--- src/sv/bisi_pkg.sv ---
// shared constants, types and state codes for the bone influence slot insert block
package bisi_pkg;

    localparam int SLOTS    = 4;
    localparam int VERTICES = 4096;
    localparam int BONES    = 256;
    localparam int SHOWN    = 4;
    localparam int ONE_FX   = 65536;

    localparam int VTX_W    = 12;
    localparam int BONE_W   = 8;
    localparam int WGT_W    = 17;
    localparam int SBONE_W  = 9;
    localparam int STATUS_W = 2;
    localparam int CHG_W    = 2;

    localparam int SUM_W     = $clog2(SLOTS * ONE_FX + 1);
    localparam int QUO_W     = WGT_W;
    localparam int DIV_STEPS = QUO_W - 1;
    localparam int STEP_W    = $clog2(DIV_STEPS);
    localparam int SLOT_W    = (SLOTS > 1) ? $clog2(SLOTS) : 1;
    localparam int VADDR_W   = (VERTICES > 1) ? $clog2(VERTICES) : 1;

    localparam logic [SBONE_W-1:0] EMPTY_BONE = '1;
    localparam logic [WGT_W-1:0]   ONE_W      = WGT_W'(ONE_FX);
    localparam logic               OP_CLEAR   = 1'b1;

    typedef enum logic [STATUS_W-1:0] {
        ST_EMPTY    = 2'd0,
        ST_REPLACED = 2'd1,
        ST_DROPPED  = 2'd2,
        ST_CLEARED  = 2'd3
    } status_t;

    typedef struct packed {
        logic [SBONE_W-1:0] bone;
        logic [WGT_W-1:0]   weight;
    } slot_t;

    typedef slot_t [SLOTS-1:0] row_t;

    localparam slot_t EMPTY_SLOT = '{bone: EMPTY_BONE, weight: '0};
    localparam row_t  EMPTY_ROW  = row_t'({SLOTS{EMPTY_SLOT}});

    typedef enum logic [2:0] {
        S_IDLE,
        S_READ,
        S_LOAD,
        S_SUM,
        S_DSTART,
        S_DIV,
        S_DONE
    } state_t;

endpackage

--- src/sv/bisi_div_lane.sv ---
// bit-serial restoring divider: weight * 1.0 / sum, one quotient bit per step
module bisi_div_lane (
    input  logic                        clk,
    input  logic                        start,
    input  logic                        step,
    input  logic [bisi_pkg::WGT_W-1:0]  dividend,
    input  logic [bisi_pkg::SUM_W-1:0]  divisor,
    output logic [bisi_pkg::QUO_W-1:0]  quotient
);

    logic [bisi_pkg::SUM_W-1:0] rem_reg;
    logic [bisi_pkg::SUM_W-1:0] rem_next;
    logic [bisi_pkg::QUO_W-1:0] quo_reg;
    logic [bisi_pkg::QUO_W-1:0] quo_next;
    logic [bisi_pkg::SUM_W:0]   shifted;
    logic [bisi_pkg::SUM_W-1:0] ext_dividend;
    logic                       ge_start;
    logic                       ge_step;

    always_comb
    begin
        ext_dividend = bisi_pkg::SUM_W'(dividend);
        shifted      = {rem_reg, 1'b0};
        // dividend never exceeds the sum, so the top bit is set only on equality
        ge_start     = (ext_dividend >= divisor);
        ge_step      = (shifted >= {1'b0, divisor});
        rem_next     = rem_reg;
        quo_next     = quo_reg;
        if (start)
        begin
            rem_next = ge_start ? (ext_dividend - divisor) : ext_dividend;
            quo_next = bisi_pkg::QUO_W'(ge_start);
        end
        else if (step)
        begin
            rem_next = ge_step ? bisi_pkg::SUM_W'(shifted - {1'b0, divisor})
                               : bisi_pkg::SUM_W'(shifted);
            quo_next = {quo_reg[bisi_pkg::QUO_W-2:0], ge_step};
        end
    end

    always_ff @(posedge clk)
    begin
        rem_reg <= rem_next;
        quo_reg <= quo_next;
    end

    assign quotient = quo_reg;

endmodule

--- config.mk ---
export PLATFORM = sky130hd
export DESIGN_NAME = bisi_div_lane
export DESIGN_NICKNAME = d
export VERILOG_FILES = /design/src/sv/bisi_pkg.sv /design/src/sv/bisi_div_lane.sv
export SDC_FILE = /design/constraint.sdc
export NUM_CORES = 1
export LEC_CHECK = 0
export ABC_AREA = 0
export BUFFER_PORTS_ARGS = -buffer_cell sky130_fd_sc_hd__buf_2
export CORE_MARGIN = 2
export CORE_UTILIZATION = 60
export CTS_BUF_LIST = sky130_fd_sc_hd__clkbuf_8
export CTS_CLUSTER_SIZE = 20
export DETAILED_ROUTE_END_ITERATION = 10
export GPL_TIMING_DRIVEN = 1
export PLACE_DENSITY = 0.87
export SLEW_MARGIN = 10
export SYNTH_ARGS = -nofsm -noshare
export SYNTH_HDL_FRONTEND = slang
export SYNTH_SLANG_ARGS = --single-unit
--- constraint.sdc ---
create_clock -name clk -period 4.6 [get_ports clk]
set_input_delay 0 -clock clk [delete_from_list [all_inputs] [get_ports clk]]
set_output_delay 0 -clock clk [all_outputs]
set_load 0.005 [all_outputs]
Yosys cells after proc, flatten, opt, wreduce, memory -nomap -nowiden
Index checks and enable logic that the tools add are counted.
{"block": "word_totals", "reg_bits": 36, "inputBits": 39, "out_inout_bits": 17, "wordCells": 14}
{"block": "op_classes", "n_addsub": 2, "n_lt_le_gt_ge": 2, "muxes": 6, "reduce_logical": 1}
{"cell": "$mux W19", "count": 4}
{"cell": "$ge A20 B19 Y1", "count": 1}
{"cell": "$ge A17 B19 Y1", "count": 1}
{"cell": "$sub A17 B19 Y19", "count": 1}
{"cell": "$sub A19 B19 Y19", "count": 1}
{"cell": "$mux W1", "count": 2}
{"cell": "$reduce_bool A2 Y1", "count": 1}

Longest topological paths before layout
Gate-level depths: netlist of the first run.
{"block": "depth", "depth_word": 4, "depth_mapped": 12, "mapped_depth_nobuf": 12}

Worst setup path before layout of the first run
No wires, ideal clock.
{"block": "synth_timing", "path_kind": "reg-to-reg", "start": "register rem_reg[0] (netlist bit)", "end": "register rem_reg[12] (netlist bit) (data pin)", "setup_ps": 271, "arrival_time_ps": 2510, "required_time_ps": 4329, "path_slack_ps": 1819, "stages_incl_launch_ff": 11, "path_buffers": 1, "period_less_slack_ps": 2781, "cell_sequence": "edfxtp_1 > fa_1 > a21o_1 > a221oi_2 > nand2_1 > a211o_1 > a211oi_2 > buf_4 > nor2_1 > a211oi_1 > a21oi_1"}
{"block": "synth_between", "elab_chain_len": 4, "elab_cells_between_ends": 5, "classes_between": "1 x add/sub; 1 x order compare; 3 x mux"}
{"item": "start: declaration", "line": "bisi_div_lane.sv:11", "rtl": "logic [bisi_pkg::SUM_W-1:0] rem_reg;"}
{"item": "start signal: assignment", "line": "bisi_div_lane.sv:44", "rtl": "rem_reg <= rem_next;"}
{"item": "$sub A19 B19 Y19 / $ge A20 B19 Y1 (equally long branches)", "line": "bisi_div_lane.sv:36, bisi_div_lane.sv:26"}
{"item": "$mux W19 (*)", "line": "bisi_div_lane.sv:36", "rtl": "rem_next = ge_step ? bisi_pkg::SUM_W'(shifted - {1'b0, divisor})"}
{"item": "$mux W19 (*)", "line": "bisi_div_lane.sv:34", "rtl": "else if (step)"}
{"item": "$mux W19 (*)", "line": "bisi_div_lane.sv:29", "rtl": "if (start)"}
{"item": "net rem_next (one bit)", "line": "bisi_div_lane.sv:12", "rtl": "logic [bisi_pkg::SUM_W-1:0] rem_next;"}
The timed path passes the listed nets; every way through them passes the cells marked *. The select of a mux whose other input is x is not followed.
A chain may end at the register's enable or synchronous reset.

Final worst setup path of the first run
{"block": "layout_timing", "start": "register rem_reg[0] (netlist bit)", "end": "register rem_reg[6] (netlist bit) (data pin)"}
Same word-level chain as after synthesis.

==> results of run 1 <==
logic make-up after synthesis:
family	share of synthesized area (%)
compound gates	23.7
xor+xnor	6.69
fa+ha+maj	13.9
buf+inv	5.28
flops	26.1
mux	11.0
simple gates	13.3
metal layers:
layer / part of all wire, % / GRT usage (%) / vias up
li1: - / - / 1616
met1: 43 / 31.7 / 1510
met2: 51 / 48.8 / 93
met3: 4.0 / 4.67 / 22
met4: 2.1 / 9.49 / 0
met5: 0 / 0 / -
through the flow:
stage | instance area, sq um | setup slack, ps | hold slack [ps] | utilization, % | total power, uW
floorplan | 3530 | 1820 | 276 | - | 1160
global placement | 3850 | 1270 | 398 | 68.7 | 1300
detailed placement | 3850 | 1100 | 404 | 68.7 | 1330
CTS | 3960 | 1070 | 108 | 70.7 | 1610
global route | 3960 | 831 | 108 | 70.7 | 1740
finish | 3960 | 1030 | 109 | 70.7 | 1620
path summary, 6_finish.rpt:
kind                             startpoint                        end  slack, ps  cells past startpoint
setup / recovery       rem_reg[0]$_DFFE_PP_       rem_reg[6]$_DFFE_PP_       1030                     10
hold / removal                  dividend[5]       rem_reg[5]$_DFFE_PP_        110                      3
setup reg to reg       rem_reg[0]$_DFFE_PP_       rem_reg[6]$_DFFE_PP_       1030                     10
hold reg to reg   quotient[16]$_SDFFE_PP0P_  quotient[16]$_SDFFE_PP0P_        500                      2
synth_stat cells, types with 7 or more instances:
cell	number
a211oi_1	10
a21o_1	15
a21oi_1	41
a31oi_1	7
clkbuf_1	8
dfxtp_1	16
edfxtp_1	20
ha_1	36
inv_1	28
mux2i_1	39
nand2_1	16
nor2_1	40
nor3_1	9
o21ai_0	17
xnor2_1	15
xor2_1	12
where the power goes:
| group | total, uW | switching, uW | internal [uW] |
|---|---|---|---|
| Sequential | 459 | 34.9 | 424 |
| Clock | 274 | 115 | 159 |
| Combinational | 892 | 506 | 386 |
worst register-to-register path, cell delays in order, from the launching register on:
cell and delay [ps]:
edfxtp_1 430, fa_1 430, a21o_1 240, a221oi_2 410, nand2_1 120, a211o_1 340
a211oi_4 610, buf_4 330, nor2_1 80, a211oi_1 240, a21oi_1 70
final cells by class:
cell class | instances | area [sq um]
flip-flops and latches | 36 | 921
clock buffers | 5 | 68.8
clock inverters | 3 | 38.8
inverters | 29 | 109
fillers | 457 | 1650
multi-input cells | 330 | 2440
repair buffers | 58 | 298
well taps | 72 | 90.1
==> summary.md, run 1 <==
| Metric | Value |
|---|---|
| Total track usage | `26.8%` |
| Asr flop ratio synth | `0%` |
| H-tree level count | `2` |
| Yosys top cell area share | `17.0%` |
| Slowest cell on crit path | `a211oi_4` |
| Worst path cell trace | `fa_1 > a21o_1 > a221oi_2 > nand2_1 > a211o_1 > a211oi_4 > buf_4 > nor2_1 > a211oi_1 > a21oi_1` |
| Syn_nets | `487` |
| DR WL/cell | `16.0 microns` |
| Chip height | `80.7 microns` |
| Worst skew pair latency | `280 ps` |
| Max-cap violations | `0` |
| Largest register FFs | `19` |
| Mapped Avg Cell Area | `8.62 sq um` |
| Endpoints failing setup | `0` |
| Status | `complete, no violations` |
| Clock buffer count from CTS | `5` |
| Yosys top cell by area | `edfxtp_1` |
| CTS resizes | `0` |
| Fin crit share | `77.7%` |
| Initial antenna violation count | `0` |
| RSZ-0062 raised after global routing | `no` |
| Critical Path RT | `4610 ps` |
| Placer Congestion | `0.909` |
| Non-Filler Instances | `533` |
| TritonCTS clock tree | `yes` |
| EDFF count, synth | `20` |
| Post-CTS Setup Bufs | `0` |
| Power per cell area | `410 nW/um^2` |
| Distinct cells, synth | `58` |
| Min-delay worst type | `input pin to register` |
| Hold Buf Count CTS | `0` |
| Vias | `3241` |
| Ports | `56` |
| Worst slew pin tran | `746 ps` |
| Starting DRC count in detailed routing | `233` |
| Vias per inst | `6.08` |
| CP Capture Type | `register` |
| Worst IR drop on VDD | `0.280 mV` |
| Synthesized area | `3530 sq um` |
| Synthesized flop and latch total | `36` |
| Clk root buf | `clkbuf_8` |
| Synth warn | `0` |
| Largest cells by area after synthesis | `edfxtp_1 (17%), ha_1 (13%), mux2i_1 (11%), dfxtp_1 (9.1%), a21oi_1 (5.8%)` |
| Max Buffers Root-to-Sink | `2` |
| Family with the most delay on the worst path | `compound AO/OA/AOI/OAI gates` |
| Area Growth Syn to Fin | `12.1%` |
| First-pass GRT wire length | `13700 microns` |
| Most frequent cells in the layout | `buf_2 (55), nor2_1 (40), a21oi_1 (40)` |
| TNS Setup | `0 ps` |
| Routed wire length | `8500 microns` |
| Fin. max-slew vios | `0` |
| Largest net degree at the start of global routing | `53` |
| Share of cells above drive strength 1 | `16.7%` |
| CORE AREA | `5610 sq um` |
| Post-Syn Instances | `410` |
| Clock sinks | `36` |
| Synth Flop Type | `edfxtp_1` |
| CP max FO | `18` |
| Nets | `537` |
| Vias in the first global route | `3120` |
| Hpwl dp | `6460 microns` |
| DRC | `0` |
| Pre-antenna DRT Iters | `5` |
| Port bufs | `55` |
| Placed Instances | `525` |
| Row count | `27` |
| Register area share after synthesis | `26.1%` |
| CP startpoint kind | `register` |
| Starting density of the core | `63.0%` |
| Clock skew | `4.61 ps` |
| Antenna diodes | `0` |
| Buf/Inv on CP | `1` |
| Commonest non-fill, non-tap cell in the layout | `buf_2` |
| Fin crit period | `3570 ps` |
| Die Wd | `80.7 microns` |
| Fmax | `0.280 GHz` |
| Worst Setup Path Type | `register to register` |
| Worst EP arrival | `3590 ps` |
| Antenna-violating nets left | `0` |
| Grt total ovfl | `0` |
| Die footprint | `6520 sq um` |
| CP peak stage delay | `610 ps` |
| Leak | `0.00199 uW` |
| Max_slew headroom | `49.6%` |
| Final Hold Vio Count | `0` |
| Clk slew on worst S/H paths | `70 ps` |
Power figures use the tool's default switching activity.
==> run 2: changes to the inputs <==
--- a/config.mk
+++ b/config.mk
@@ -8,12 +8,12 @@
 export ABC_AREA = 0
 export BUFFER_PORTS_ARGS = -buffer_cell sky130_fd_sc_hd__buf_2
 export CORE_MARGIN = 2
-export CORE_UTILIZATION = 60
+export CORE_UTILIZATION = 54
 export CTS_BUF_LIST = sky130_fd_sc_hd__clkbuf_8
 export CTS_CLUSTER_SIZE = 20
 export DETAILED_ROUTE_END_ITERATION = 10
 export GPL_TIMING_DRIVEN = 1
-export PLACE_DENSITY = 0.87
+export PLACE_DENSITY = 0.83
 export SLEW_MARGIN = 10
 export SYNTH_ARGS = -nofsm -noshare
 export SYNTH_HDL_FRONTEND = slang
==> constraint.sdc (replaced) <==
create_clock -name clk -period 3.2 [get_ports clk]
set_input_delay 0 -clock clk [delete_from_list [all_inputs] [get_ports clk]]
set_output_delay 0 -clock clk [all_outputs]
set_load 0.005 [all_outputs]
==> summary.md, run 2 (synthesized netlist as in run 1, its figures left out) <==
| Metric | Value |
|---|---|
| Status | `complete, no violations` |
| Area Growth Syn to Fin | `13.4%` |
| R2R Setup Slk | `220 ps (-810 ps)` |
| RSZ-0062 raised after global routing | `no` |
| Share of cells above drive strength 1 | `17.5% (+0.75 points)` |
| Nets | `540 (+0.56%)` |
| Clock skew | `5.06 ps (+0.451 ps)` |
| Register Area | `921 sq um (unchanged)` |
| Worst path cell trace | `fa_1 > a21o_1 > a221oi_2 > nand2_1 > a211o_1 > a211oi_4 > buf_4 > nor2_1 > a211oi_1 > a21oi_1` |
| Top sig layer | `met4` |
| Starting density of the core | `55.6% (-7.4 points)` |
| Clk root buf | `clkbuf_8` |
| Metal2 WL | `4340 microns (about the same)` |
| CP peak stage delay | `440 ps (-170 ps)` |
| Worst Hold Path EP | `rem_reg[14]$_DFFE_PP_` |
| Leak | `0.00201 uW (+0.98%)` |
| Ports | `56 (unchanged)` |
| Row count | `29 (+7.4%)` |
| Max-cap violations | `0 (unchanged)` |
| Hold Buf Count CTS | `0 (unchanged)` |
| Endpoints failing setup | `0 (unchanged)` |
| Grt total ovfl | `0 (unchanged)` |
| Fin. max-slew vios | `0 (unchanged)` |
| Max Buffers Root-to-Sink | `2 (unchanged)` |
| DRC | `0 (unchanged)` |
| Clock buffer count from CTS | `5 (unchanged)` |
| Buf/Inv on CP | `1 (unchanged)` |
| Antenna diodes | `0 (unchanged)` |
| Antenna-violating nets left | `0 (unchanged)` |
| Vias in the first global route | `3177 (+1.8%)` |
| CP max FO | `12 (-6)` |
| CP Capture Type | `register` |
| Worst skew pair latency | `280 ps (about the same)` |
| Total track usage | `24.5% (-2.3 points)` |
| Min-delay worst type | `input pin to register` |
| Largest register FFs | `19 (unchanged)` |
| Fmax | `0.336 GHz (+20%)` |
| Most frequent cells in the layout | `buf_2 (55), nor2_1 (40), a21oi_1 (40)` |
| Power per cell area | `594 nW/um^2 (+45%)` |
| Hpwl dp | `6770 microns (+4.7%)` |
| DRT met1 WL | `3750 microns (+2.9%)` |
| Max_slew headroom | `36.3% (-13 points)` |
| Die Wd | `84.9 microns (+5.1%)` |
| Critical Path RT | `3200 ps (-1410 ps)` |
| CP startpoint kind | `register` |
| R2R depth | `10 (unchanged)` |
| Starting DRC count in detailed routing | `184 (-21%)` |
| Clock sinks | `36 (unchanged)` |
| Placer Congestion | `0.919 (+1.1%)` |
| CORE AREA | `6350 sq um (+13%)` |
| Multi-input logic area | `2440 sq um (unchanged)` |
| Commonest non-fill, non-tap cell in the layout | `buf_2` |
| Pre-antenna DRT Iters | `5 (unchanged)` |
| Placed instance area | `3900 sq um (+1.1%)` |
| Worst EP arrival | `2980 ps (-610 ps)` |
| Worst Setup Path Type | `register to register` |
| Crit Reg-Reg Startpoint | `rem_reg[0]$_DFFE_PP_` |
| Slowest cell on crit path | `edfxtp_1` |
| Core Util, Final | `63.1% (-7.6 points)` |
| DR WL/cell | `16.0 microns (+0.26%)` |
| Vias | `3236 (-0.15%)` |
| Worst IR drop on VDD | `0.417 mV (+49%)` |
| Chip height | `84.9 microns (+5.1%)` |
| WHS Path Cells | `3 (unchanged)` |
| Finished Cell Area | `4010 sq um (+1.1%)` |
| Vias per inst | `5.98 (-1.6%)` |
| Largest net degree at the start of global routing | `53 (unchanged)` |
| Die footprint | `7210 sq um (+11%)` |
| Reg2reg end | `rem_reg[6]$_DFFE_PP_` |
| H-tree level count | `2 (unchanged)` |
| Initial antenna violation count | `0 (unchanged)` |
| TNS Setup | `0 ps (unchanged)` |
| CTS resizes | `0 (unchanged)` |
| Worst min-delay path startpoint | `dividend[14]` |
| Port bufs | `55 (unchanged)` |
| TritonCTS clock tree | `yes` |
| Routed wl met3 | `402 microns (+18%)` |
| Worst path depth | `10 (unchanged)` |
| Fin crit period | `2980 ps (-594 ps)` |
| Layout fillers | `584 (+28%)` |
| Final Hold Vio Count | `0 (unchanged)` |
| Post-CTS Setup Bufs | `0 (unchanged)` |
| First-pass GRT wire length | `14500 microns (+6.0%)` |
| Family with the most delay on the worst path | `compound AO/OA/AOI/OAI gates` |
| Routed wire length | `8650 microns (+1.8%)` |
| Worst slew pin tran | `955 ps (+210 ps)` |
| Fin crit share | `93.1% (+15 points)` |
| Clk slew on worst S/H paths | `80 ps (about the same)` |
run 2: cell type report:
| type | instances | share of cell area [%] |
|---|---|---|
| clock buffer | 5 | 1.72 |
| tap | 77 | 2.40 |
| sequential | 36 | 23.0 |
| clock inverter | 3 | 1.03 |
| multi-input combinational | 330 | 60.8 |
| inverter | 29 | 2.72 |
| timing repair buffer | 61 | 8.31 |
run 2: layer usage:
| metal | GRT usage, % | vias up |
|---|---|---|
| li1 | - | 1612 |
| met1 | 30.2 | 1510 |
| met2 | 44.6 | 102 |
| met3 | 3.79 | 12 |
| met4 | 6.49 | 0 |
| met5 | 0 | - |
run 2: worst min-delay path, stage by stage:
cell and delay (ps):
buf_2 90, a21bo_2 110, o31a_1 100
run 2: through the flow:
step	hold slack (ps)	total power (uW)	std cells	worst slack, ps
after global routing	139	2560	541	9.95
final	130	2380	541	220
after global placement	398	1910	533	367
after CTS	122	2370	541	222
after detailed placement	408	1960	533	248
after floorplan	276	1670	410	419
run 2: worst max path at each step:
stage                               from                    end  slack, ps
CTS                 rem_reg[0]$_DFFE_PP_   rem_reg[5]$_DFFE_PP_        220
finish              rem_reg[0]$_DFFE_PP_   rem_reg[6]$_DFFE_PP_        220
global placement    rem_reg[0]$_DFFE_PP_   rem_reg[6]$_DFFE_PP_        370
detailed placement  rem_reg[0]$_DFFE_PP_   rem_reg[5]$_DFFE_PP_        250
global route        rem_reg[0]$_DFFE_PP_   rem_reg[5]$_DFFE_PP_         10
floorplan           rem_reg[0]$_DFFE_PP_  rem_reg[12]$_DFFE_PP_        420
run 2: where the power goes:
group	total [uW]	switching, uW	internal (uW)	leakage, uW
logic	1310	728	582	0.00162
clock network	406	175	231	0.0000585
registers	663	53.4	609	0.000333
total	2380	956	1420	0.00201
